$ cat src/hw/rtl/ugl_pkg.sv
// ----------------------------------------------------------------------------
// ugl_pkg: shared types and constants of the UTF-8 glyph layout block
// Holds the opcodes, the result kinds, the internal event record and the
// UTF-8 decode constants that the stages share.
// ----------------------------------------------------------------------------
package ugl_pkg;

  localparam int CMAP_DEPTH_DEF  = 1024;
  localparam int GLYPH_DEPTH_DEF = 256;

  // Replacement character for any encoding error.
  localparam logic [20:0] BAD_CP = 21'h00FFFD;

  localparam logic [7:0] CONT_MASK  = 8'hC0;
  localparam logic [7:0] CONT_TAG   = 8'h80;
  localparam logic [7:0] CONT_BITS  = 8'h3F;
  localparam logic [7:0] LEAD2_MASK = 8'hE0;
  localparam logic [7:0] LEAD2_TAG  = 8'hC0;
  localparam logic [7:0] LEAD2_BITS = 8'h1F;
  localparam logic [7:0] LEAD3_MASK = 8'hF0;
  localparam logic [7:0] LEAD3_TAG  = 8'hE0;
  localparam logic [7:0] LEAD3_BITS = 8'h0F;
  localparam logic [7:0] LEAD4_MASK = 8'hF8;
  localparam logic [7:0] LEAD4_TAG  = 8'hF0;
  localparam logic [7:0] LEAD4_BITS = 8'h07;

  typedef enum logic [1:0] {
    OP_TEXT   = 2'd0,
    OP_START  = 2'd1,
    OP_WCMAP  = 2'd2,
    OP_WGLYPH = 2'd3
  } opcode_t;

  typedef enum logic [1:0] {
    KIND_QUAD  = 2'd0,
    KIND_BLANK = 2'd1,
    KIND_END   = 2'd2
  } kind_t;

  typedef enum logic [2:0] {
    EV_GLYPH  = 3'd0,
    EV_FINISH = 3'd1,
    EV_START  = 3'd2,
    EV_WCMAP  = 3'd3,
    EV_WGLYPH = 3'd4
  } ev_kind_t;

  // One unit of work travelling down the pipeline.
  typedef struct packed {
    ev_kind_t    kind;
    logic [20:0] cp;
    logic        last;
    logic [15:0] start_x;
    logic [15:0] baseline_y;
    logic [9:0]  table_index;
    logic [15:0] glyph_number;
    logic [15:0] atlas_left;
    logic [15:0] atlas_top;
    logic [15:0] slot_width;
    logic [15:0] ink_height;
    logic [15:0] advance_width;
    logic [15:0] y_offset;
  } event_t;

  typedef struct packed {
    logic [15:0] left;
    logic [15:0] top;
    logic [15:0] yoff;
  } glyph_place_t;

  typedef struct packed {
    logic [15:0] w;
    logic [15:0] h;
    logic [15:0] adv;
  } glyph_size_t;

  typedef struct packed {
    kind_t       kind;
    logic [20:0] code_point;
    logic [15:0] src_x;
    logic [15:0] src_y;
    logic [15:0] quad_width;
    logic [15:0] quad_height;
    logic [15:0] dst_x;
    logic [15:0] dst_y;
    logic [15:0] text_width;
    logic        last;
  } result_t;

endpackage

$ cat src/hw/rtl/ugl_out_if.sv
// ----------------------------------------------------------------------------
// ugl_out_if: result channel of the UTF-8 glyph layout block
// Valid/ready channel carrying one quad, blank advance or end-of-string item.
// ----------------------------------------------------------------------------
interface ugl_out_if;
  logic               valid;
  logic               ready;
  logic [1:0]         kind;
  logic [20:0]        code_point;
  logic [15:0]        src_x;
  logic [15:0]        src_y;
  logic signed [15:0] quad_width;
  logic signed [15:0] quad_height;
  logic signed [15:0] dst_x;
  logic signed [15:0] dst_y;
  logic signed [15:0] text_width;
  logic               last;

  modport source (
    output valid, kind, code_point, src_x, src_y, quad_width, quad_height, dst_x, dst_y,
           text_width, last,
    input  ready
  );

  modport sink (
    input  valid, kind, code_point, src_x, src_y, quad_width, quad_height, dst_x, dst_y,
           text_width, last,
    output ready
  );
endinterface

$ cat src/hw/rtl/ugl_layout.sv
// ----------------------------------------------------------------------------
// ugl_layout: pen tracking and result register
// Applies the glyph metrics to the pen, builds the result item and holds it
// in the output register until the receiver takes it.
// ----------------------------------------------------------------------------
module ugl_layout (
  input  logic                  clk,
  input  logic                  rst_n,
  input  logic                  c_valid,
  input  ugl_pkg::event_t       c_ev,
  input  ugl_pkg::glyph_place_t c_place,
  input  ugl_pkg::glyph_size_t  c_size,
  output logic                  c_ready,
  ugl_out_if.source             out_ch
);

  logic             out_valid_r;
  ugl_pkg::result_t res_r, res_nxt;
  logic [15:0]      pen_r, pen_nxt;
  logic [15:0]      origin_r, origin_nxt;
  logic [15:0]      base_r, base_nxt;
  logic             produce;
  logic             ink;
  logic [15:0]      pen_adv;
  logic             consume;

  assign c_ready = !out_valid_r || out_ch.ready;
  assign consume = c_valid && c_ready;

  // A glyph has ink only when both width and height are strictly positive.
  assign ink     = (c_size.w != 16'd0) && !c_size.w[15] &&
                   (c_size.h != 16'd0) && !c_size.h[15];
  assign pen_adv = pen_r + c_size.adv;

  always_comb begin
    res_nxt      = '0;
    res_nxt.last = c_ev.last;
    produce      = 1'b0;
    pen_nxt      = pen_r;
    origin_nxt   = origin_r;
    base_nxt     = base_r;
    case (c_ev.kind)
      ugl_pkg::EV_GLYPH: begin
        produce            = 1'b1;
        pen_nxt            = pen_adv;
        res_nxt.code_point = c_ev.cp;
        res_nxt.dst_x      = pen_r;
        res_nxt.text_width = pen_adv - origin_r;
        if (ink) begin
          res_nxt.kind        = ugl_pkg::KIND_QUAD;
          res_nxt.src_x       = c_place.left;
          res_nxt.src_y       = c_place.top;
          res_nxt.quad_width  = c_size.w;
          res_nxt.quad_height = c_size.h;
          res_nxt.dst_y       = base_r + c_place.yoff;
        end else begin
          res_nxt.kind = ugl_pkg::KIND_BLANK;
        end
      end
      ugl_pkg::EV_FINISH: begin
        produce            = 1'b1;
        res_nxt.kind       = ugl_pkg::KIND_END;
        res_nxt.text_width = pen_r - origin_r;
      end
      ugl_pkg::EV_START: begin
        pen_nxt    = c_ev.start_x;
        origin_nxt = c_ev.start_x;
        base_nxt   = c_ev.baseline_y;
      end
      default: begin
      end
    endcase
  end

  always_ff @(posedge clk) begin
    if (!rst_n) begin
      out_valid_r <= 1'b0;
      pen_r       <= '0;
      origin_r    <= '0;
      base_r      <= '0;
    end else begin
      if (c_ready) begin
        out_valid_r <= c_valid && produce;
      end
      if (consume) begin
        pen_r    <= pen_nxt;
        origin_r <= origin_nxt;
        base_r   <= base_nxt;
      end
    end
  end

  always_ff @(posedge clk) begin
    if (consume && produce) begin
      res_r <= res_nxt;
    end
  end

  assign out_ch.valid       = out_valid_r;
  assign out_ch.kind        = res_r.kind;
  assign out_ch.code_point  = res_r.code_point;
  assign out_ch.src_x       = res_r.src_x;
  assign out_ch.src_y       = res_r.src_y;
  assign out_ch.quad_width  = $signed(res_r.quad_width);
  assign out_ch.quad_height = $signed(res_r.quad_height);
  assign out_ch.dst_x       = $signed(res_r.dst_x);
  assign out_ch.dst_y       = $signed(res_r.dst_y);
  assign out_ch.text_width  = $signed(res_r.text_width);
  assign out_ch.last        = res_r.last;

  a_end_is_final: assert property (@(posedge clk) disable iff (!rst_n)
    (out_valid_r && res_r.kind == ugl_pkg::KIND_END) |->
      (res_r.last && res_r.dst_x == 16'd0 && res_r.code_point == 21'd0))
    else $error("end-of-string item is not final or carries position data");

  a_blank_no_rect: assert property (@(posedge clk) disable iff (!rst_n)
    (out_valid_r && res_r.kind == ugl_pkg::KIND_BLANK) |->
      (res_r.quad_width == 16'd0 && res_r.quad_height == 16'd0 && res_r.dst_y == 16'd0))
    else $error("blank advance item carries a rectangle");

endmodule

$ cat src/flat_wrapper.sv
// flat-port wrapper written by rule: the top's interface ports become plain ports
module ugl_layout_flat 
  (clk, rst_n, c_valid, c_ev, c_place, c_size, c_ready, out_ch_valid, out_ch_kind, out_ch_code_point, out_ch_src_x, out_ch_src_y, out_ch_quad_width, out_ch_quad_height, out_ch_dst_x, out_ch_dst_y, out_ch_text_width, out_ch_last, out_ch_ready);
  ugl_out_if out_ch_i ();
  input  logic clk;
  input  logic rst_n;
  input  logic c_valid;
  input  ugl_pkg::event_t c_ev;
  input  ugl_pkg::glyph_place_t c_place;
  input  ugl_pkg::glyph_size_t c_size;
  output logic c_ready;
  output wire logic [$bits(out_ch_i.valid)-1:0] out_ch_valid;
  output wire logic [$bits(out_ch_i.kind)-1:0] out_ch_kind;
  output wire logic [$bits(out_ch_i.code_point)-1:0] out_ch_code_point;
  output wire logic [$bits(out_ch_i.src_x)-1:0] out_ch_src_x;
  output wire logic [$bits(out_ch_i.src_y)-1:0] out_ch_src_y;
  output wire logic [$bits(out_ch_i.quad_width)-1:0] out_ch_quad_width;
  output wire logic [$bits(out_ch_i.quad_height)-1:0] out_ch_quad_height;
  output wire logic [$bits(out_ch_i.dst_x)-1:0] out_ch_dst_x;
  output wire logic [$bits(out_ch_i.dst_y)-1:0] out_ch_dst_y;
  output wire logic [$bits(out_ch_i.text_width)-1:0] out_ch_text_width;
  output wire logic [$bits(out_ch_i.last)-1:0] out_ch_last;
  input wire logic [$bits(out_ch_i.ready)-1:0] out_ch_ready;
  assign out_ch_valid = out_ch_i.valid;
  assign out_ch_kind = out_ch_i.kind;
  assign out_ch_code_point = out_ch_i.code_point;
  assign out_ch_src_x = out_ch_i.src_x;
  assign out_ch_src_y = out_ch_i.src_y;
  assign out_ch_quad_width = out_ch_i.quad_width;
  assign out_ch_quad_height = out_ch_i.quad_height;
  assign out_ch_dst_x = out_ch_i.dst_x;
  assign out_ch_dst_y = out_ch_i.dst_y;
  assign out_ch_text_width = out_ch_i.text_width;
  assign out_ch_last = out_ch_i.last;
  assign out_ch_i.ready = out_ch_ready;
  ugl_layout u_core (.clk(clk), .rst_n(rst_n), .c_valid(c_valid), .c_ev(c_ev), .c_place(c_place), .c_size(c_size), .c_ready(c_ready), .out_ch(out_ch_i));
endmodule
$ cat config.mk
export PLATFORM = sky130hd
export DESIGN_NAME = ugl_layout_flat
export DESIGN_NICKNAME = d
export VERILOG_FILES = /design/src/hw/rtl/ugl_pkg.sv /design/src/hw/rtl/ugl_out_if.sv /design/src/hw/rtl/ugl_layout.sv /design/src/flat_wrapper.sv
export SDC_FILE = /design/constraint.sdc
export NUM_CORES = 1
export LEC_CHECK = 0
export ABC_AREA = 1
export BUFFER_PORTS_ARGS = -buffer_cell sky130_fd_sc_hd__buf_2
export CORE_AREA = 4 4 160 162
export CTS_BUF_LIST = sky130_fd_sc_hd__clkbuf_8
export DETAILED_ROUTE_END_ITERATION = 8
export DIE_AREA = 0 0 164 166
export GPL_ROUTABILITY_DRIVEN = 0
export PLACE_DENSITY = 0.75
export REMOVE_ABC_BUFFERS = 1
export SETUP_SLACK_MARGIN = 0.15
export SYNTH_ARGS = -nofsm -noshare
export SYNTH_HDL_FRONTEND = slang
export SYNTH_SLANG_ARGS = --single-unit
$ cat constraint.sdc
create_clock -name clk -period 15.8 [get_ports clk]
set_input_delay 3.16 -clock clk [delete_from_list [all_inputs] [get_ports clk]]
set_output_delay 3.16 -clock clk [all_outputs]
set_load 0.02 [all_outputs]
==> impl_metrics.json <==
{
  "vias_per_cell": 4.863,
  "path_class": "in -> out",
  "cts_tree": "done",
  "skew_ps": 16.80,
  "drv_slew": 0,
  "rsz0062_at_grt": "false",
  "drt_iter0_drc": 621,
  "n_fill_cell": 2324,
  "clk_path_buf_depth": 2,
  "cts_max_level": 4,
  "core_area_sq_mm": 0.02411,
  "final_nets": 1651,
  "endpoint_kind": "primary output",
  "rows": 57,
  "ios": 417,
  "holdBufCountCts": 0,
  "power_w": 0.001026,
  "fin_crit_sh_pct": 43.45,
  "setup_viol": 0,
  "async_flop_share_pct": 0,
  "largest_register_ffs": 21,
  "final_cell_mix": "buf_2, nor2_1, inv_1, edfxtp_1, nand2_1",
  "final_layout_size_suffix_gt1_share_pct": 27.84,
  "totalWireLength_um": 27980,
  "final.setup.tns_ps": 0,
  "portBuffers": 294,
  "avgSynthCellArea_sq_um": 9.082,
  "grt_pass1_vias": 7739,
  "wl_per_cell_um": 16.85,
  "postLayoutCoreUtil_pct": 47.87,
  "drtPass1Iterations": 5,
  "clk_latency_ps": 450,
  "finalCriticalPeriod_ps": 6865,
  "synth_seq_cells": 185,
  "start_util_pct": 39.00,
  "max_slew.worst_pin.slew_ps": 977.3,
  "path_clk_slew_ps": 100,
  "ys_warn_count": 0,
  "cts_setup_buffers": 0,
  "path_delay_family": "buffers and inverters",
  "synth_cell_types": 49,
  "critical_path.most_common_cell": "buf_2",
  "antenna_found_initial": 3,
  "yosys.area.top_type_share_pct": 43.44,
  "grt_pass1_wl_um": 42060,
  "clock-root-buffer": "clkbuf_8",
  "diodes": 0,
  "slew_headroom_pct": 34.85,
  "place_hpwl_um": 21380,
  "worstPathArrival_ps": 3710,
  "ir_drop_uv": 47.91,
  "num_vias": 8073,
  "status": "finished, final reports clean",
  "fp.dieH_um": 166,
  "cp_num_buf_inv": 3,
  "max_freq_ghz": 0.1457,
  "fp.dieW_um": 164,
  "grtUsageTotal_pct": 20.01,
  "yosysSeqAreaShare_pct": 53.88,
  "powerDensity_mw_per_mm2": 88.90,
  "cts_buffers": 17,
  "overflow": 0,
  "netlist_area_sq_mm": 0.009400,
  "synth_largest_area_cell": "edfxtp_1",
  "grt_max_degree": 75,
  "cts.sinks": 185,
  "drcViolationCount": 0,
  "yosys-top-cells-area": "edfxtp_1, dfxtp_1, nor2_1",
  "critPathSlowestCell": "buf_2",
  "min_path_type": "reg -> reg",
  "syn_to_final_growth_pct": 22.76,
  "final_common_cell": "buf_2",
  "worstPathCellList": "buf_2 -> inv_1 -> nand2_1 -> buf_2",
  "cpPeakStageDelay_ps": 200,
  "leakage_nw": 5.693,
  "final-hold-violation-count": 0,
  "postCtsResizedCells": 0,
  "cp.required_ps": 12640,
  "drv_cap": 0,
  "synth_edf_count": 136,
  "crit_path_start_kind": "input port",
  "dieArea_sq_mm": 0.02722,
  "path_max_fanout": 4,
  "netlist_instances": 1035,
  "ys.flop_type": "edfxtp_1",
  "ant_nets": 0
}
layout make-up:
class	instances	area (sq um)	share of cell area, %
Clock inverter	14	135.1	1.171
Inverter	176	663.1	5.747
Sequential cell	185	5065	43.89
Tap cell	324	405.4	3.513
Timing Repair Buffer	297	1494	12.95
Clock buffer	17	234.0	2.028
Multi-Input combinational cell	647	3543	30.71
synth_stat cells (2+ instances only):
master	instances
edfxtp_1	136
nand3b_1	2
xor2_1	10
o21ai_1	2
clkinv_1	2
a31oi_1	6
inv_2	5
nor3_1	6
a21o_1	5
nor2_4	4
nor2_1	177
or2_2	3
o211ai_1	3
o21bai_1	4
or2_1	3
ha_1	45
a21oi_1	95
a21oi_2	2
nand3_1	26
clkbuf_1	11
fa_1	3
nand4_1	8
nor4_1	4
buf_6	2
a221oi_1	9
a211oi_1	3
buf_2	13
o21ai_0	65
o21ai_2	2
dfxtp_1	49
nor2_2	11
xnor2_1	3
nand2_1	124
nand2_2	5
nand3_2	6
inv_1	168
cells by family (layout without fill, tap and decap cells):
family	after synthesis	in the layout	share of synthesized area, %
AND/OR/NAND/NOR	383	383	17.81
buffers and inverters	204	504	8.545
AO/OA/AOI/OAI	201	201	11.89
flip-flops	185	185	53.88
adder cells (fa/ha/maj)	48	48	6.629
XOR/XNOR	13	13	1.211
other	1	2	0.03989
final timing paths:
kind	start	end	slack (ps)	depth (start not counted)
min reg2reg	u_core.origin_r[2]$_SDFFE_PN0P_	u_core.origin_r[2]$_SDFFE_PN0P_	470	2
min	u_core.origin_r[2]$_SDFFE_PN0P_	u_core.origin_r[2]$_SDFFE_PN0P_	470	2
max	out_ch_ready	c_ready	8930	4
max reg2reg	u_core.pen_r[0]$_SDFFE_PN0P_	u_core.out_ch.text_width[15]$_SDFFCE_PP0P_	12390	17
routing by layer:
layer | global-route usage [%] | up-vias | part of all wire [%]
met2 | 30.76 | 345 | 44
li1 | - | 3991 | -
met4 | 5.507 | 6 | 1.7
met5 | 0 | - | 0.14
met3 | 10.03 | 34 | 13
met1 | 24.98 | 3697 | 41
worst reg2reg max path, stage by stage, from the launching register on:
cell      delay (ps)
dfxtp_1          330
ha_1             240
fa_1             440
nand3_1           80
nand2_1          130
nand2_1           90
nand2_1          100
a21oi_1          190
xor2_1           250
nand2_1           70
o21ai_0           90
ha_1             300
a21o_1           190
o21bai_1         170
a211oi_1         220
nand2_1          110
a21oi_1          120
nor2_1            60
through the flow:
stage	area (sq um)	setup slack (ps)	instances	hold WS [ps]
3_3_place_gp	11170	8919	1629	445.4
5_1_grt	11540	8876	1660	490.2
3_5_place_dp	11170	8921	1629	453.9
6_report	11540	8935	1660	467.2
2_1_floorplan	9264	5940	1008	434.7
4_1_cts	11540	8918	1660	469.7
power by group:
group          internal [W]  switching (W)
sequential         0.000531     0.00000424
clock              0.000116       0.000196
combinational     0.0000637       0.000116
Power figures use the tool's default switching activity.
