<file path="src/hw/rtl/ugl_pkg.sv">
// ----------------------------------------------------------------------------
// ugl_pkg: shared types and constants of the UTF-8 glyph layout block
// Holds the opcodes, the result kinds, the internal event record and the
// UTF-8 decode constants that the stages share.
// ----------------------------------------------------------------------------
package ugl_pkg;

  localparam int CMAP_DEPTH_DEF  = 1024;
  localparam int GLYPH_DEPTH_DEF = 256;

  // Replacement character for any encoding error.
  localparam logic [20:0] BAD_CP = 21'h00FFFD;

  localparam logic [7:0] CONT_MASK  = 8'hC0;
  localparam logic [7:0] CONT_TAG   = 8'h80;
  localparam logic [7:0] CONT_BITS  = 8'h3F;
  localparam logic [7:0] LEAD2_MASK = 8'hE0;
  localparam logic [7:0] LEAD2_TAG  = 8'hC0;
  localparam logic [7:0] LEAD2_BITS = 8'h1F;
  localparam logic [7:0] LEAD3_MASK = 8'hF0;
  localparam logic [7:0] LEAD3_TAG  = 8'hE0;
  localparam logic [7:0] LEAD3_BITS = 8'h0F;
  localparam logic [7:0] LEAD4_MASK = 8'hF8;
  localparam logic [7:0] LEAD4_TAG  = 8'hF0;
  localparam logic [7:0] LEAD4_BITS = 8'h07;

  typedef enum logic [1:0] {
    OP_TEXT   = 2'd0,
    OP_START  = 2'd1,
    OP_WCMAP  = 2'd2,
    OP_WGLYPH = 2'd3
  } opcode_t;

  typedef enum logic [1:0] {
    KIND_QUAD  = 2'd0,
    KIND_BLANK = 2'd1,
    KIND_END   = 2'd2
  } kind_t;

  typedef enum logic [2:0] {
    EV_GLYPH  = 3'd0,
    EV_FINISH = 3'd1,
    EV_START  = 3'd2,
    EV_WCMAP  = 3'd3,
    EV_WGLYPH = 3'd4
  } ev_kind_t;

  // One unit of work travelling down the pipeline.
  typedef struct packed {
    ev_kind_t    kind;
    logic [20:0] cp;
    logic        last;
    logic [15:0] start_x;
    logic [15:0] baseline_y;
    logic [9:0]  table_index;
    logic [15:0] glyph_number;
    logic [15:0] atlas_left;
    logic [15:0] atlas_top;
    logic [15:0] slot_width;
    logic [15:0] ink_height;
    logic [15:0] advance_width;
    logic [15:0] y_offset;
  } event_t;

  typedef struct packed {
    logic [15:0] left;
    logic [15:0] top;
    logic [15:0] yoff;
  } glyph_place_t;

  typedef struct packed {
    logic [15:0] w;
    logic [15:0] h;
    logic [15:0] adv;
  } glyph_size_t;

  typedef struct packed {
    kind_t       kind;
    logic [20:0] code_point;
    logic [15:0] src_x;
    logic [15:0] src_y;
    logic [15:0] quad_width;
    logic [15:0] quad_height;
    logic [15:0] dst_x;
    logic [15:0] dst_y;
    logic [15:0] text_width;
    logic        last;
  } result_t;

endpackage

</file>
<file path="src/hw/rtl/ugl_in_if.sv">
// ----------------------------------------------------------------------------
// ugl_in_if: input channel of the UTF-8 glyph layout block
// Valid/ready channel carrying one text byte, start or table write item.
// ----------------------------------------------------------------------------
interface ugl_in_if;
  logic               valid;
  logic               ready;
  logic [1:0]         opcode;
  logic [7:0]         data_byte;
  logic signed [15:0] start_x;
  logic signed [15:0] baseline_y;
  logic [9:0]         table_index;
  logic [15:0]        glyph_number;
  logic [15:0]        atlas_left;
  logic [15:0]        atlas_top;
  logic signed [15:0] slot_width;
  logic signed [15:0] ink_height;
  logic signed [15:0] advance_width;
  logic signed [15:0] y_offset;

  modport source (
    output valid, opcode, data_byte, start_x, baseline_y, table_index, glyph_number,
           atlas_left, atlas_top, slot_width, ink_height, advance_width, y_offset,
    input  ready
  );

  modport sink (
    input  valid, opcode, data_byte, start_x, baseline_y, table_index, glyph_number,
           atlas_left, atlas_top, slot_width, ink_height, advance_width, y_offset,
    output ready
  );
endinterface

</file>
<file path="src/hw/rtl/ugl_decode.sv">
// ----------------------------------------------------------------------------
// ugl_decode: UTF-8 decoder front end
// Accepts input items, tracks the open string and any pending multi-byte
// sequence, and issues one pipeline event per cycle into a free register.
// ----------------------------------------------------------------------------
module ugl_decode (
  input  logic            clk,
  input  logic            rst_n,
  ugl_in_if.sink          in_ch,
  output logic            a_valid,
  output ugl_pkg::event_t a_ev,
  input  logic            a_ready
);

  logic            a_valid_r;
  ugl_pkg::event_t a_ev_r;
  ugl_pkg::event_t ev2_r;
  logic            pend2_r;
  logic            active_r, active_nxt;
  logic [1:0]      bl_r, bl_nxt;
  logic [20:0]     pc_r, pc_nxt;
  logic            a_load;
  logic            accept;
  logic [7:0]      b;

  logic            lead_emit;
  logic            lead_fin;
  logic [20:0]     lead_cp;
  logic [20:0]     lead_pc;
  logic [1:0]      lead_bl;
  logic            take_lead;
  logic [20:0]     cont_pc;
  logic [1:0]      bl_dec;

  ugl_pkg::event_t ev_base, ev_new, ev_second;
  logic            ev_new_v, second_v;

  assign b = in_ch.data_byte;

  // Decode of a byte taken as a lead byte.
  always_comb begin
    lead_emit = 1'b1;
    lead_fin  = 1'b0;
    lead_cp   = ugl_pkg::BAD_CP;
    lead_pc   = '0;
    lead_bl   = 2'd0;
    if (b == 8'h00) begin
      lead_fin = 1'b1;
      lead_cp  = '0;
    end else if (!b[7]) begin
      lead_cp = {13'd0, b};
    end else if ((b & ugl_pkg::LEAD2_MASK) == ugl_pkg::LEAD2_TAG) begin
      lead_emit = 1'b0;
      lead_pc   = {13'd0, b & ugl_pkg::LEAD2_BITS};
      lead_bl   = 2'd1;
    end else if ((b & ugl_pkg::LEAD3_MASK) == ugl_pkg::LEAD3_TAG) begin
      lead_emit = 1'b0;
      lead_pc   = {13'd0, b & ugl_pkg::LEAD3_BITS};
      lead_bl   = 2'd2;
    end else if ((b & ugl_pkg::LEAD4_MASK) == ugl_pkg::LEAD4_TAG) begin
      lead_emit = 1'b0;
      lead_pc   = {13'd0, b & ugl_pkg::LEAD4_BITS};
      lead_bl   = 2'd3;
    end
  end

  always_comb begin
    ev_base               = '0;
    ev_base.kind          = ugl_pkg::EV_GLYPH;
    ev_base.last          = 1'b1;
    ev_base.start_x       = $unsigned(in_ch.start_x);
    ev_base.baseline_y    = $unsigned(in_ch.baseline_y);
    ev_base.table_index   = in_ch.table_index;
    ev_base.glyph_number  = in_ch.glyph_number;
    ev_base.atlas_left    = in_ch.atlas_left;
    ev_base.atlas_top     = in_ch.atlas_top;
    ev_base.slot_width    = $unsigned(in_ch.slot_width);
    ev_base.ink_height    = $unsigned(in_ch.ink_height);
    ev_base.advance_width = $unsigned(in_ch.advance_width);
    ev_base.y_offset      = $unsigned(in_ch.y_offset);
  end

  always_comb begin
    ev_new     = ev_base;
    ev_second  = ev_base;
    ev_new_v   = 1'b0;
    second_v   = 1'b0;
    take_lead  = 1'b0;
    active_nxt = active_r;
    bl_nxt     = bl_r;
    pc_nxt     = pc_r;
    cont_pc    = {pc_r[14:0], b[5:0]};
    bl_dec     = bl_r - 2'd1;
    unique case (ugl_pkg::opcode_t'(in_ch.opcode))
      ugl_pkg::OP_START: begin
        ev_new.kind = ugl_pkg::EV_START;
        ev_new_v    = 1'b1;
        active_nxt  = 1'b1;
        bl_nxt      = 2'd0;
        pc_nxt      = '0;
      end
      ugl_pkg::OP_WCMAP: begin
        ev_new.kind = ugl_pkg::EV_WCMAP;
        ev_new_v    = 1'b1;
      end
      ugl_pkg::OP_WGLYPH: begin
        ev_new.kind = ugl_pkg::EV_WGLYPH;
        ev_new_v    = 1'b1;
      end
      ugl_pkg::OP_TEXT: begin
        if (active_r) begin
          if (bl_r == 2'd0) begin
            ev_new.kind = lead_fin ? ugl_pkg::EV_FINISH : ugl_pkg::EV_GLYPH;
            ev_new.cp   = lead_cp;
            ev_new_v    = lead_emit;
            take_lead   = 1'b1;
          end else if ((b & ugl_pkg::CONT_MASK) == ugl_pkg::CONT_TAG) begin
            bl_nxt = bl_dec;
            if (bl_dec != 2'd0) begin
              pc_nxt = cont_pc;
            end else if (cont_pc == '0) begin
              ev_new.kind = ugl_pkg::EV_FINISH;
              ev_new_v    = 1'b1;
              active_nxt  = 1'b0;
              pc_nxt      = '0;
            end else begin
              ev_new.cp = cont_pc;
              ev_new_v  = 1'b1;
              pc_nxt    = '0;
            end
          end else begin
            // The broken sequence yields a replacement glyph, then the same
            // byte starts over as a lead byte.
            ev_new.cp      = ugl_pkg::BAD_CP;
            ev_new.last    = !lead_emit;
            ev_new_v       = 1'b1;
            ev_second.kind = lead_fin ? ugl_pkg::EV_FINISH : ugl_pkg::EV_GLYPH;
            ev_second.cp   = lead_cp;
            second_v       = lead_emit;
            take_lead      = 1'b1;
          end
          if (take_lead) begin
            if (lead_fin) begin
              active_nxt = 1'b0;
              bl_nxt     = 2'd0;
              pc_nxt     = '0;
            end else if (!lead_emit) begin
              bl_nxt = lead_bl;
              pc_nxt = lead_pc;
            end else begin
              bl_nxt = 2'd0;
              pc_nxt = '0;
            end
          end
        end
      end
    endcase
  end

  assign a_load      = !a_valid_r || a_ready;
  assign in_ch.ready = a_load && !pend2_r;
  assign accept      = in_ch.valid && in_ch.ready;

  always_ff @(posedge clk) begin
    if (!rst_n) begin
      a_valid_r <= 1'b0;
      pend2_r   <= 1'b0;
      active_r  <= 1'b0;
      bl_r      <= 2'd0;
      pc_r      <= '0;
    end else begin
      if (a_load) begin
        if (pend2_r) begin
          a_valid_r <= 1'b1;
          pend2_r   <= 1'b0;
        end else begin
          a_valid_r <= accept && ev_new_v;
          pend2_r   <= accept && second_v;
        end
      end
      if (accept) begin
        active_r <= active_nxt;
        bl_r     <= bl_nxt;
        pc_r     <= pc_nxt;
      end
    end
  end

  always_ff @(posedge clk) begin
    if (a_load) begin
      a_ev_r <= pend2_r ? ev2_r : ev_new;
    end
    if (accept) begin
      ev2_r <= ev_second;
    end
  end

  assign a_valid = a_valid_r;
  assign a_ev    = a_ev_r;

  a_seq_needs_string: assert property (@(posedge clk) disable iff (!rst_n)
    (bl_r != 2'd0) |-> active_r)
    else $error("pending UTF-8 sequence without an open string");

  a_second_behind_first: assert property (@(posedge clk) disable iff (!rst_n)
    pend2_r |-> a_valid_r)
    else $error("second event pending with no first event in the stage");

  a_first_is_bad_cp: assert property (@(posedge clk) disable iff (!rst_n)
    pend2_r |-> (!a_ev_r.last && a_ev_r.cp == ugl_pkg::BAD_CP))
    else $error("first of two events is not a non-final replacement glyph");

endmodule

</file>
<file path="src/flat_wrapper.sv">
// flat-port wrapper written by rule: the top's interface ports become plain ports
module ugl_decode_flat 
  (clk, rst_n, a_valid, a_ev, a_ready, in_ch_valid, in_ch_opcode, in_ch_data_byte, in_ch_start_x, in_ch_baseline_y, in_ch_table_index, in_ch_glyph_number, in_ch_atlas_left, in_ch_atlas_top, in_ch_slot_width, in_ch_ink_height, in_ch_advance_width, in_ch_y_offset, in_ch_ready);
  ugl_in_if in_ch_i ();
  input  logic clk;
  input  logic rst_n;
  output logic a_valid;
  output ugl_pkg::event_t a_ev;
  input  logic a_ready;
  input wire logic [$bits(in_ch_i.valid)-1:0] in_ch_valid;
  input wire logic [$bits(in_ch_i.opcode)-1:0] in_ch_opcode;
  input wire logic [$bits(in_ch_i.data_byte)-1:0] in_ch_data_byte;
  input wire logic [$bits(in_ch_i.start_x)-1:0] in_ch_start_x;
  input wire logic [$bits(in_ch_i.baseline_y)-1:0] in_ch_baseline_y;
  input wire logic [$bits(in_ch_i.table_index)-1:0] in_ch_table_index;
  input wire logic [$bits(in_ch_i.glyph_number)-1:0] in_ch_glyph_number;
  input wire logic [$bits(in_ch_i.atlas_left)-1:0] in_ch_atlas_left;
  input wire logic [$bits(in_ch_i.atlas_top)-1:0] in_ch_atlas_top;
  input wire logic [$bits(in_ch_i.slot_width)-1:0] in_ch_slot_width;
  input wire logic [$bits(in_ch_i.ink_height)-1:0] in_ch_ink_height;
  input wire logic [$bits(in_ch_i.advance_width)-1:0] in_ch_advance_width;
  input wire logic [$bits(in_ch_i.y_offset)-1:0] in_ch_y_offset;
  output wire logic [$bits(in_ch_i.ready)-1:0] in_ch_ready;
  assign in_ch_i.valid = in_ch_valid;
  assign in_ch_i.opcode = in_ch_opcode;
  assign in_ch_i.data_byte = in_ch_data_byte;
  assign in_ch_i.start_x = in_ch_start_x;
  assign in_ch_i.baseline_y = in_ch_baseline_y;
  assign in_ch_i.table_index = in_ch_table_index;
  assign in_ch_i.glyph_number = in_ch_glyph_number;
  assign in_ch_i.atlas_left = in_ch_atlas_left;
  assign in_ch_i.atlas_top = in_ch_atlas_top;
  assign in_ch_i.slot_width = in_ch_slot_width;
  assign in_ch_i.ink_height = in_ch_ink_height;
  assign in_ch_i.advance_width = in_ch_advance_width;
  assign in_ch_i.y_offset = in_ch_y_offset;
  assign in_ch_ready = in_ch_i.ready;
  ugl_decode u_core (.clk(clk), .rst_n(rst_n), .in_ch(in_ch_i), .a_valid(a_valid), .a_ev(a_ev), .a_ready(a_ready));
endmodule
</file>
<file path="config.mk">
export PLATFORM = sky130hd
export DESIGN_NAME = ugl_decode_flat
export DESIGN_NICKNAME = d
export VERILOG_FILES = /design/src/hw/rtl/ugl_pkg.sv /design/src/hw/rtl/ugl_in_if.sv /design/src/hw/rtl/ugl_decode.sv /design/src/flat_wrapper.sv
export SDC_FILE = /design/constraint.sdc
export NUM_CORES = 1
export LEC_CHECK = 0
export ABC_AREA = 1
export BUFFER_PORTS_ARGS = -buffer_cell sky130_fd_sc_hd__clkbuf_2
export CAP_MARGIN = 0
export CORE_UTILIZATION = 57
export CTS_CLUSTER_DIAMETER = 100
export DETAILED_ROUTE_END_ITERATION = 12
export PLACE_DENSITY = 0.93
export SLEW_MARGIN = 10
export SYNTH_ARGS = -nofsm -noshare
export SYNTH_HDL_FRONTEND = slang
export SYNTH_SLANG_ARGS = --single-unit
</file>
<file path="constraint.sdc">
create_clock -name clk -period 25.5 [get_ports clk]
set_input_delay 5.1 -clock clk [delete_from_list [all_inputs] [get_ports clk]]
set_output_delay 5.1 -clock clk [all_outputs]
set_load 0.005 [all_outputs]
</file>
==> results of run 1 <==
==> registers in the layout, summed over array words and instances (netlist names) <==
register	flops
u_core.ev2_r	163
u_core.a_ev	179
u_core.pend2_r	1
u_core.bl_r	2
u_core.active_r	1
u_core.a_valid	1
u_core.pc_r	15
==> cells by family (layout without fill, tap and decap cells) <==
family	Yosys count	after routing
flip-flops	362	362
adder cells (fa/ha/maj)	8	8
AND/OR/NAND/NOR	582	582
AO/OA/AOI/OAI	70	70
other	0	1
buffers and inverters	77	450
==> where the power goes <==
group          internal, W  switching [W]  leakage (nW)  total (W)
Sequential        0.000692      0.0000116          3.64   0.000703
Combinational    0.0000279      0.0000444          3.26  0.0000723
Clock             0.000282       0.000207         0.536   0.000489
Total              0.00100       0.000263          7.43    0.00127
==> how the worst max path moves through the flow <==
| stage | startpoint | end | slack (ps) | cells after the start |
|---|---|---|---|---|
| 2_1_floorplan | a_ready | in_ch_ready | 10990 | 4 |
| 3_3_place_gp | a_ready | in_ch_ready | 14540 | 6 |
| 3_5_place_dp | a_ready | in_ch_ready | 14510 | 6 |
| 4_1_cts | a_ready | in_ch_ready | 14500 | 6 |
| 5_1_grt | a_ready | in_ch_ready | 14440 | 6 |
| 6_report | a_ready | in_ch_ready | 14520 | 6 |
==> cells in the final DEF, fill, tap and decap left out, types with 10 or more instances in the layout <==
master / netlist / routed
sky130_fd_sc_hd__clkbuf_16: 0 / 39
sky130_fd_sc_hd__a21oi_1: 41 / 41
sky130_fd_sc_hd__dfxtp_1: 20 / 19
sky130_fd_sc_hd__clkbuf_1: 33 / 10
sky130_fd_sc_hd__nand2_1: 527 / 526
sky130_fd_sc_hd__o21ai_0: 23 / 23
sky130_fd_sc_hd__edfxtp_1: 342 / 342
sky130_fd_sc_hd__clkbuf_2: 0 / 348
sky130_fd_sc_hd__inv_1: 29 / 29
sky130_fd_sc_hd__nor2_1: 29 / 29
==> final cells by class <==
type | count | area, um^2 | share of cell area (%)
clock inverters | 13 | 66.31 | 0.3936
clock buffers | 50 | 1027 | 6.097
multi-input cells | 660 | 2765 | 16.41
inverters | 33 | 126.4 | 0.7501
diodes | 1 | 2.502 | 0.01485
repair buffers | 354 | 1787 | 10.61
well taps | 319 | 399.1 | 2.369
flip-flops and latches | 362 | 10670 | 63.36
==> worst max-delay path: stages <==
cell and delay [ps]:
sky130_fd_sc_hd__clkbuf_2 80, sky130_fd_sc_hd__inv_1 60, sky130_fd_sc_hd__nand2_4 280, sky130_fd_sc_hd__nand2_4 130, sky130_fd_sc_hd__inv_1 110, sky130_fd_sc_hd__clkbuf_2 120
==> through the flow <==
step,instances,worst slack [ps],util (%)
2_1_floorplan,1099,10990,-
3_3_place_gp,1728,14540,66.91
3_5_place_dp,1728,14510,66.91
4_1_cts,1791,14500,71.55
5_1_grt,1792,14440,71.56
6_report,1792,14520,71.56
==> routing by layer <==
metal,up-vias,share of wire (%),routed length (um)
met3,96,9.3,2932
met2,592,51,16120
met1,4367,36,11270
met4,0,3.9,1217
met5,-,0,0
li1,4448,-,-
==> impl_summary.log, run 1 <==
INFO  metric status = finished clean
INFO  metric grt_use_total = 25.00%
INFO  metric die_width = 157.2 um
INFO  metric synthXorXnorAreaFrac = 0%
INFO  metric finalHoldWorstSlack = 477.0 ps
INFO  metric hold_violations = 0
INFO  metric layout_min_cycle_time = 10980 ps
INFO  metric grt_setup_unrepaired = false
INFO  metric worstReg2RegEnd = u_core.ev2_r[52]
INFO  metric met2_usage = 43.83%
INFO  metric postLayoutCellArea = 16850 um^2
INFO  metric port-buffer-count = 348
INFO  metric fraction_of_the_mapped_netlist_area_in_adder_cells = 0.7289%
INFO  metric antenna_found_initial = 1
INFO  metric die-height = 157.2 um
INFO  metric placeableCoreArea = 23540 um^2
INFO  metric yosys_register_bits = 362
INFO  metric cts_tree = yes
INFO  metric worst_case_reg_to_reg_path_depth = 5
INFO  metric drt_iter0_markers = 994
INFO  metric report.final.slew_viol_count = 0
INFO  metric cts.sink_count = 362
INFO  metric clk_transition_reported_paths = 60 ps
INFO  metric setup.reg_to_reg.worst_slack = 21490 ps
INFO  metric post-layout-total-power = 0.001265 W
INFO  metric routed_wire_length_per_instance = 17.60 um
INFO  metric setup.worst_path.end_class = primary output
INFO  metric synthesis.area = 13730 um^2
INFO  metric path_max_fanout = 25
INFO  metric tritoncts.num_buffers = 37
INFO  metric pin_count = 349
INFO  metric layout.nets = 1624
INFO  metric layout_filler_cell_count = 1514
INFO  metric post_route_cells_drive_above_1_share = 28.40%
INFO  metric cap_viol_max_count = 0
INFO  metric worst_slew_pin_slew = 1121 ps
INFO  metric hpwlAfterDp = 20580 um
INFO  metric cts.repair.resized = 0
INFO  metric yosys.cell_count.top_type = sky130_fd_sc_hd__nand2_1
INFO  metric p_leak = 7.435 nW
INFO  metric synth-simple-area-share = 16.63%
INFO  metric detail_route.drc_violations = 0
INFO  metric detail_route.vias_per_cell = 5.303
INFO  metric hold_bufs_at_cts = 0
INFO  metric gr-usage-met3 = 5.672%
INFO  metric routed_wirelength = 31530 um
INFO  metric finish_stage_setup_viols = 0
INFO  metric vdd_ir_drop_max = 0.06128 mV
INFO  metric syn_avg_cell_area = 12.49 um^2
INFO  metric slew_headroom = 25.26%
INFO  metric first_global_vias = 9174
INFO  metric largest_net_degree_at_the_start_of_global_routing = 88
INFO  metric clk_root_buffer_cell = sky130_fd_sc_hd__clkbuf_16
INFO  metric worstSetupPathType = input pin to primary output
INFO  metric detailroute.via_count = 9503
INFO  metric hold_end = u_core.pc_r[14]
INFO  metric async_set_or_reset_flop_fraction_in_the_synthesized_netlist = 0%
INFO  metric synth_edf_count = 342
INFO  metric worstPathRequired = 20400 ps
INFO  metric syn_inst = 1099
INFO  metric powerDensity = 75.09 nW/um^2
INFO  metric detailedRoute.firstPassIterationCount = 5
INFO  metric synthMuxAreaShare = 0%
INFO  metric layout_overhead_on_the_synthesized_area = 22.69%
INFO  metric clk_latency = 510 ps
INFO  metric grt_pass1_wl = 47000 um
INFO  metric r2r-start = u_core.pend2_r
INFO  metric min_path_cells = 2
INFO  metric grt-ovfl-total = 0
INFO  metric synth_nets = 1275
INFO  metric max_clock_freq = 91.08 MHz
INFO  metric fin_crit_sh = 43.06%
INFO  metric initial_core_utilization = 58.33%
INFO  metric synth-compound-area-share = 2.724%
INFO  metric antenna_left = 0
INFO  metric finClkSkew = 15.16 ps
INFO  metric synth.yosys.seq_area_share = 77.70%
INFO  metric cts_max_path_buffers = 3
INFO  metric cts_post_setup_buffers_inserted = 0
INFO  metric placed_cell_area = 15750 um^2
INFO  metric critical_path.startpoint_type = input pin
INFO  metric post_synth_main_area_contributors = sky130_fd_sc_hd__edfxtp_1 75%, sky130_fd_sc_hd__nand2_1 14%, sky130_fd_sc_hd__dfxtp_1 2.9%, sky130_fd_sc_hd__a21oi_1 1.5%, sky130_fd_sc_hd__clkbuf_1 0.90%
INFO  metric setup_tns = 0 ps
INFO  metric gp_routability_congestion = 0.9019
INFO  metric synth_top_cell_area_share = 74.79%
INFO  metric synth-warning-count = 0
INFO  metric synth_top_cells_by_count = 527 x sky130_fd_sc_hd__nand2_1, 342 x sky130_fd_sc_hd__edfxtp_1, 41 x sky130_fd_sc_hd__a21oi_1
INFO  metric busiest_layer = met2
INFO  metric yosysTopAreaCell = sky130_fd_sc_hd__edfxtp_1
INFO  metric min-delay-path-class = register to register
INFO  metric dieArea = 24720 um^2
INFO  metric grt.met1_usage = 29.42%
INFO  metric main_combinational_cell_family_by_area_after_synthesis = simple AND/OR/NAND/NOR gates
INFO  metric post_synth_num_cell_types = 28
INFO  metric placement_rows = 56
INFO  metric synth_ff_type = sky130_fd_sc_hd__edfxtp_1
INFO  metric htree_levels = 2
INFO  metric arrival_time_of_data_at_the_critical_path_endpoint = 5880 ps
INFO  metric holdCritStartpoint = u_core.pc_r[14]
Power figures use the tool's default switching activity.
==> inputs of run 2 (changes only) <==
Settings changed: CORE_UTILIZATION 57 to 48, PLACE_DENSITY 0.93 to 0.84.
Clock period 25.5 ns to 9.8 ns, I/O delays scaled along.
==> run 2 against run 1 <==
  * Worst setup slack lost 9700 ps
  * Final cell count grew 3.4%
  * Sequential cell count is the same
  * Critical endpoint unchanged
  * Combinational power grew to 2.6 times the previous value
  * Global-route usage shrank 4.8 points
==> impl_summary.log, run 2 (same netlist as run 1, synthesis figures left out) <==
INFO  metric grt_use_total = 20.20%
INFO  metric cts.sink_count = 362
INFO  metric layout.nets = 1624
INFO  metric critical_path.startpoint_type = input pin
INFO  metric setup.worst_path.end_class = primary output
INFO  metric initial_core_utilization = 49.16%
INFO  metric worstSetupPathType = input pin to primary output
INFO  metric routed_wirelength = 30470 um
INFO  metric htree_levels = 2
INFO  metric path_max_fanout = 50
INFO  metric setup_tns = 0 ps
INFO  metric arrival_time_of_data_at_the_critical_path_endpoint = 3030 ps
INFO  metric vdd_ir_drop_max = 0.1406 mV
INFO  metric placement_rows = 61
INFO  metric antenna_left = 0
INFO  metric post_route_cells_drive_above_1_share = 28.09%
INFO  metric cts_tree = yes
INFO  metric layout_min_cycle_time = 4991 ps
INFO  metric hpwlAfterDp = 20520 um
INFO  metric powerDensity = 195.5 nW/um^2
INFO  metric grt_setup_unrepaired = false
INFO  metric worst_slew_pin_slew = 1113 ps
INFO  metric p_leak = 7.430 nW
INFO  metric power.clock.fraction = 39.2%
INFO  metric holdCritStartpoint = u_core.bl_r[1]
INFO  metric drt_iter0_markers = 938
INFO  metric net-switching-power = 0.0006857 W
INFO  metric hold_bufs_at_cts = 0
INFO  metric multi_input_comb_area = 2765 um^2
INFO  metric final_cell_mix = 526 x sky130_fd_sc_hd__nand2_1, 348 x sky130_fd_sc_hd__clkbuf_2, 342 x sky130_fd_sc_hd__edfxtp_1, 41 x sky130_fd_sc_hd__a21oi_1, 39 x sky130_fd_sc_hd__clkbuf_16
INFO  metric worstPathRequired = 7840 ps
INFO  metric largest_net_degree_at_the_start_of_global_routing = 99
INFO  metric max_clock_freq = 200.3 MHz
INFO  metric die-height = 171.1 um
INFO  metric dieArea = 29290 um^2
INFO  metric power.internal = 0.002627 W
INFO  metric finalHoldWorstSlack = 469.7 ps
INFO  metric hold_violations = 0
INFO  metric min-delay-path-class = register to register
INFO  metric gp_routability_congestion = 0.8672
INFO  metric finClkSkew = 10.40 ps
INFO  metric cts_max_path_buffers = 3
INFO  metric p_sw_share = 20.70%
INFO  metric r2r-start = u_core.pend2_r
INFO  metric layout_overhead_on_the_synthesized_area = 23.37%
INFO  metric final_common_cell = sky130_fd_sc_hd__nand2_1
INFO  metric status = finished clean
INFO  metric antenna_found_initial = 2
INFO  metric worstReg2RegEnd = u_core.ev2_r[129]
INFO  metric worst_case_reg_to_reg_path_depth = 4
INFO  metric clk_latency = 510 ps
INFO  metric grt-ovfl-total = 0
INFO  metric clk_root_buffer_cell = sky130_fd_sc_hd__clkbuf_16
INFO  metric finish_stage_setup_viols = 0
INFO  metric fin_crit_sh = 50.93%
INFO  metric part_of_the_total_power_dissipated_in_sequential_elements = 55.2%
INFO  metric hold_end = u_core.bl_r[1]
INFO  metric met2RoutedLength = 14920 um
INFO  metric first_global_vias = 8747
INFO  metric regArea = 10670 um^2
INFO  metric routed_wire_length_per_instance = 16.44 um
INFO  metric placeableCoreArea = 27930 um^2
INFO  metric detailroute.via_count = 9286
INFO  metric layout_filler_cell_count = 2161
INFO  metric detailedRoute.firstPassIterationCount = 7
INFO  metric detail_route.drc_violations = 0
INFO  metric port-buffer-count = 348
INFO  metric min_path_cells = 2
INFO  metric clk_transition_reported_paths = 60 ps
INFO  metric cts_post_setup_buffers_inserted = 0
INFO  metric tritoncts.num_buffers = 37
INFO  metric cts.repair.resized = 0
INFO  metric die_width = 171.1 um
INFO  metric routed.top_layer = met5
INFO  metric power.combinational.fraction = 5.6%
INFO  metric detail_route.vias_per_cell = 5.011
INFO  metric cap_viol_max_count = 0
INFO  metric pin_count = 349
INFO  metric largest_reg_flops = 179
INFO  metric setup.reg_to_reg.worst_slack = 6370 ps
INFO  metric detailroute.wirelength.met3 = 2607 um
INFO  metric grt_pass1_wl = 45270 um
INFO  metric slew_headroom = 25.83%
INFO  metric detail_route.wirelength.met1 = 11850 um
INFO  metric report.final.slew_viol_count = 0
run 2: stage by stage:
step                      total power (W)  util [%]  cell area [um^2]  worst slack, ps  std cells
final                            0.003313     60.65             16940             4809       1853
after global routing             0.003421     60.65             16940             4690       1853
after CTS                        0.003339     60.64             16940             4772       1852
after detailed placement         0.002047     56.65             15830             4784       1787
after global placement           0.002037     56.65             15830             4815       1787
after floorplan                  0.001928         -             13730            277.4       1099
run 2: worst max-delay path by stage:
stage	startpoint	end	slack, ps	cells past startpoint
floorplan	a_ready	u_core.pc_r[8]	280	9
global placement	a_ready	in_ch_ready	4810	6
detailed placement	a_ready	in_ch_ready	4780	6
CTS	a_ready	in_ch_ready	4770	6
global route	a_ready	in_ch_ready	4690	6
finish	a_ready	in_ch_ready	4810	6
run 2: final cells by class:
type / instances / area share [%]
Sequential cell: 362 / 63.01
Multi-Input combinational cell: 660 / 16.32
Timing Repair Buffer: 354 / 10.55
Clock buffer: 52 / 6.049
Tap cell: 378 / 2.792
Inverter: 33 / 0.7459
Clock inverter: 13 / 0.5244
Antenna cell: 1 / 0.01477
run 2: power by group through the flow:
stage	combinational [W]	clock [W]	sequential, W
after global routing	0.000208	0.00138	0.00184
after detailed placement	0.000188	0	0.00186
after floorplan	0.0000600	0	0.00187
final	0.000186	0.00130	0.00183
after CTS	0.000189	0.00132	0.00183
after global placement	0.000182	0	0.00186
run 2: routing by layer:
metal / track usage (%) / up-vias
li1: - / 4431
met1: 25.57 / 4323
met3: 4.904 / 79
met4: 8.696 / 2
met5: 0 / -
met2: 33.14 / 451
run 2: worst max-delay path: stages:
cell	delay [ps]
sky130_fd_sc_hd__clkbuf_2	80
sky130_fd_sc_hd__inv_1	70
sky130_fd_sc_hd__nand2_4	510
sky130_fd_sc_hd__nand2_4	160
sky130_fd_sc_hd__inv_1	120
sky130_fd_sc_hd__clkbuf_2	120
==> inputs of run 3 (changes only) <==
Clock period 9.8 ns to 4.1 ns, I/O delays scaled along.
==> run 3 against run 2 <==
  * Final area increased by 1.0%
  * First-iteration DRC count increased by 2.7%
  * Count of clock-buffer cells in the layout decreased by 7
  * Highest routed layer unchanged
==> impl_summary.log, run 3 (same netlist as run 1, synthesis figures left out) <==
INFO  metric antenna_found_initial = 3
INFO  metric layout_overhead_on_the_synthesized_area = 24.63%
INFO  metric cts.sink_count = 362
INFO  metric detailroute.via_count = 9369
INFO  metric cts_max_path_buffers = 3
INFO  metric die-height = 171.1 um
INFO  metric clk_transition_reported_paths = 50 ps
INFO  metric detail_route.drc_violations = 0
INFO  metric hold_violations = 0
INFO  metric cpMaxStageDelayCell = sky130_fd_sc_hd__nand2_8
INFO  metric cap_viol_max_count = 0
INFO  metric setup.worst_path.end_class = primary output
INFO  metric port-buffer-count = 348
INFO  metric powerDensity = 476.1 nW/um^2
INFO  metric slew_headroom = 33.75%
INFO  metric grt_pass1_wl = 46290 um
INFO  metric r2r-start = u_core.pend2_r
INFO  metric grt_setup_unrepaired = false
INFO  metric pin_count = 349
INFO  metric timing.critical_path.cells = clkbuf_2 > inv_1 > nand2_8 > nand2_8 > inv_1 > clkbuf_2
INFO  metric finish_stage_setup_viols = 0
INFO  metric worst_path_dominant_cell_family = simple AND/OR/NAND/NOR gates
INFO  metric holdCritStartpoint = u_core.pc_r[14]
INFO  metric layout_filler_cell_count = 2139
INFO  metric clk_root_buffer_cell = sky130_fd_sc_hd__clkbuf_16
INFO  metric finClkSkew = 11.83 ps
INFO  metric setup.reg_to_reg.worst_slack = 1740 ps
INFO  metric placeableCoreArea = 27930 um^2
INFO  metric post_route_cells_drive_above_1_share = 28.76%
INFO  metric routed_wirelength = 31000 um
INFO  metric cts_tree = yes
INFO  metric final_cell_mix = 526 x sky130_fd_sc_hd__nand2_1, 348 x sky130_fd_sc_hd__clkbuf_2, 342 x sky130_fd_sc_hd__edfxtp_1, 41 x sky130_fd_sc_hd__a21oi_1, 39 x sky130_fd_sc_hd__clkbuf_16
INFO  metric grt_use_total = 20.58%
INFO  metric fin_crit_sh = 64.83%
INFO  metric vdd_ir_drop_max = 0.3952 mV
INFO  metric hpwlAfterDp = 20760 um
INFO  metric crit_path_max_incr_delay = 340 ps
INFO  metric clk_latency = 510 ps
INFO  metric worst_case_reg_to_reg_path_depth = 5
INFO  metric htree_levels = 2
INFO  metric worstReg2RegEnd = u_core.a_ev[176]
INFO  metric arrival_time_of_data_at_the_critical_path_endpoint = 1840 ps
INFO  metric layout_min_cycle_time = 2658 ps
INFO  metric initial_core_utilization = 49.16%
INFO  metric antenna_left = 0
INFO  metric largest_net_degree_at_the_start_of_global_routing = 97
INFO  metric gp_routability_congestion = 0.8733
INFO  metric min-delay-path-class = register to register
INFO  metric finalHoldWorstSlack = 463.9 ps
INFO  metric min_path_cells = 2
INFO  metric detail_route.vias_per_cell = 5.045
INFO  metric final_util = 61.26%
INFO  metric drt_iter0_markers = 963
INFO  metric placement_rows = 61
INFO  metric largest_reg_flops = 179
INFO  metric p_leak = 7.502 nW
INFO  metric layout.nets = 1627
INFO  metric detailedRoute.firstPassIterationCount = 7
INFO  metric path_max_fanout = 69
INFO  metric hold_end = u_core.pc_r[14]
INFO  metric status = finished clean
INFO  metric worstPathBufferInverterCount = 4
INFO  metric first_global_vias = 8922
INFO  metric worst_slew_pin_slew = 993.8 ps
INFO  metric critical_path.startpoint_type = input pin
INFO  metric cts_post_setup_buffers_inserted = 0
INFO  metric report.final.slew_viol_count = 0
INFO  metric final_common_cell = sky130_fd_sc_hd__nand2_1
INFO  metric die_width = 171.1 um
INFO  metric routed_wire_length_per_instance = 16.69 um
INFO  metric tritoncts.num_buffers = 37
INFO  metric worstPathRequired = 3280 ps
INFO  metric dieArea = 29290 um^2
INFO  metric worstSetupPathType = input pin to primary output
INFO  metric hold_bufs_at_cts = 0
INFO  metric max_clock_freq = 376.2 MHz
INFO  metric cts.repair.resized = 0
INFO  metric grt-ovfl-total = 0
## run 3: cell count changes in the layout (fill, tap and decap cells not counted), moves of 2 or more
cell                        delta
sky130_fd_sc_hd__clkbuf_1      -7
sky130_fd_sc_hd__buf_12        +3
sky130_fd_sc_hd__bufinv_16     +3
sky130_fd_sc_hd__clkinv_2      +2
sky130_fd_sc_hd__nand2_4       -2
sky130_fd_sc_hd__nand2_8       +2
## run 3: final cells by class
type                       count  area [um^2]  area share, %
antenna                        1        2.502        0.01462
multi-input combinational    660         2783          16.26
timing repair buffer         357         1847          10.79
tap                          378        473.0          2.764
clock inverter                21        210.2          1.228
clock buffer                  45        998.5          5.834
inverter                      33        126.4         0.7384
sequential                   362        10670          62.37
## run 3: tightest hold or removal path, stage by stage, from the launching register on
cell,delay [ps]
sky130_fd_sc_hd__dfxtp_1,300
sky130_fd_sc_hd__nand2_1,60
sky130_fd_sc_hd__a21oi_1,50
## run 3: power by group
part,internal [W],switching [W]
clock network,0.00199,0.00134
registers,0.00430,0.0000651
logic,0.000182,0.000275
total,0.00647,0.00168
## run 3: layer usage
metal / vias up / track usage, % / wire, um
met5: - / 0 / 24
met4: 4 / 10.33 / 1384
met3: 100 / 5.413 / 2602
met2: 430 / 34.41 / 15430
met1: 4391 / 24.61 / 11550
li1: 4444 / - / -
## run 3: worst max path at each step
| stage | slack [ps] | cells past startpoint | to | startpoint |
|---|---|---|---|---|
| 6_report | 1440 | 6 | in_ch_ready | a_ready |
| 2_1_floorplan | -960 | 9 | u_core.pc_r[8] | a_ready |
| 4_1_cts | 1420 | 6 | in_ch_ready | a_ready |
| 3_3_place_gp | 1400 | 6 | u_core.ev2_r[28] | a_ready |
| 5_1_grt | 1350 | 6 | in_ch_ready | a_ready |
| 3_5_place_dp | 1370 | 6 | u_core.ev2_r[30] | a_ready |
## run 3: stage by stage
step	setup TNS (ps)	cells	total power [W]	instance area [um^2]	setup WS, ps
after floorplan	-110330	1099	0.004598	13760	-964.3
after global placement	0	1790	0.004873	15900	1405
after detailed placement	0	1790	0.004898	15900	1370
after CTS	0	1856	0.008217	17110	1424
after global routing	0	1857	0.008404	17110	1350
final	0	1857	0.008149	17110	1442
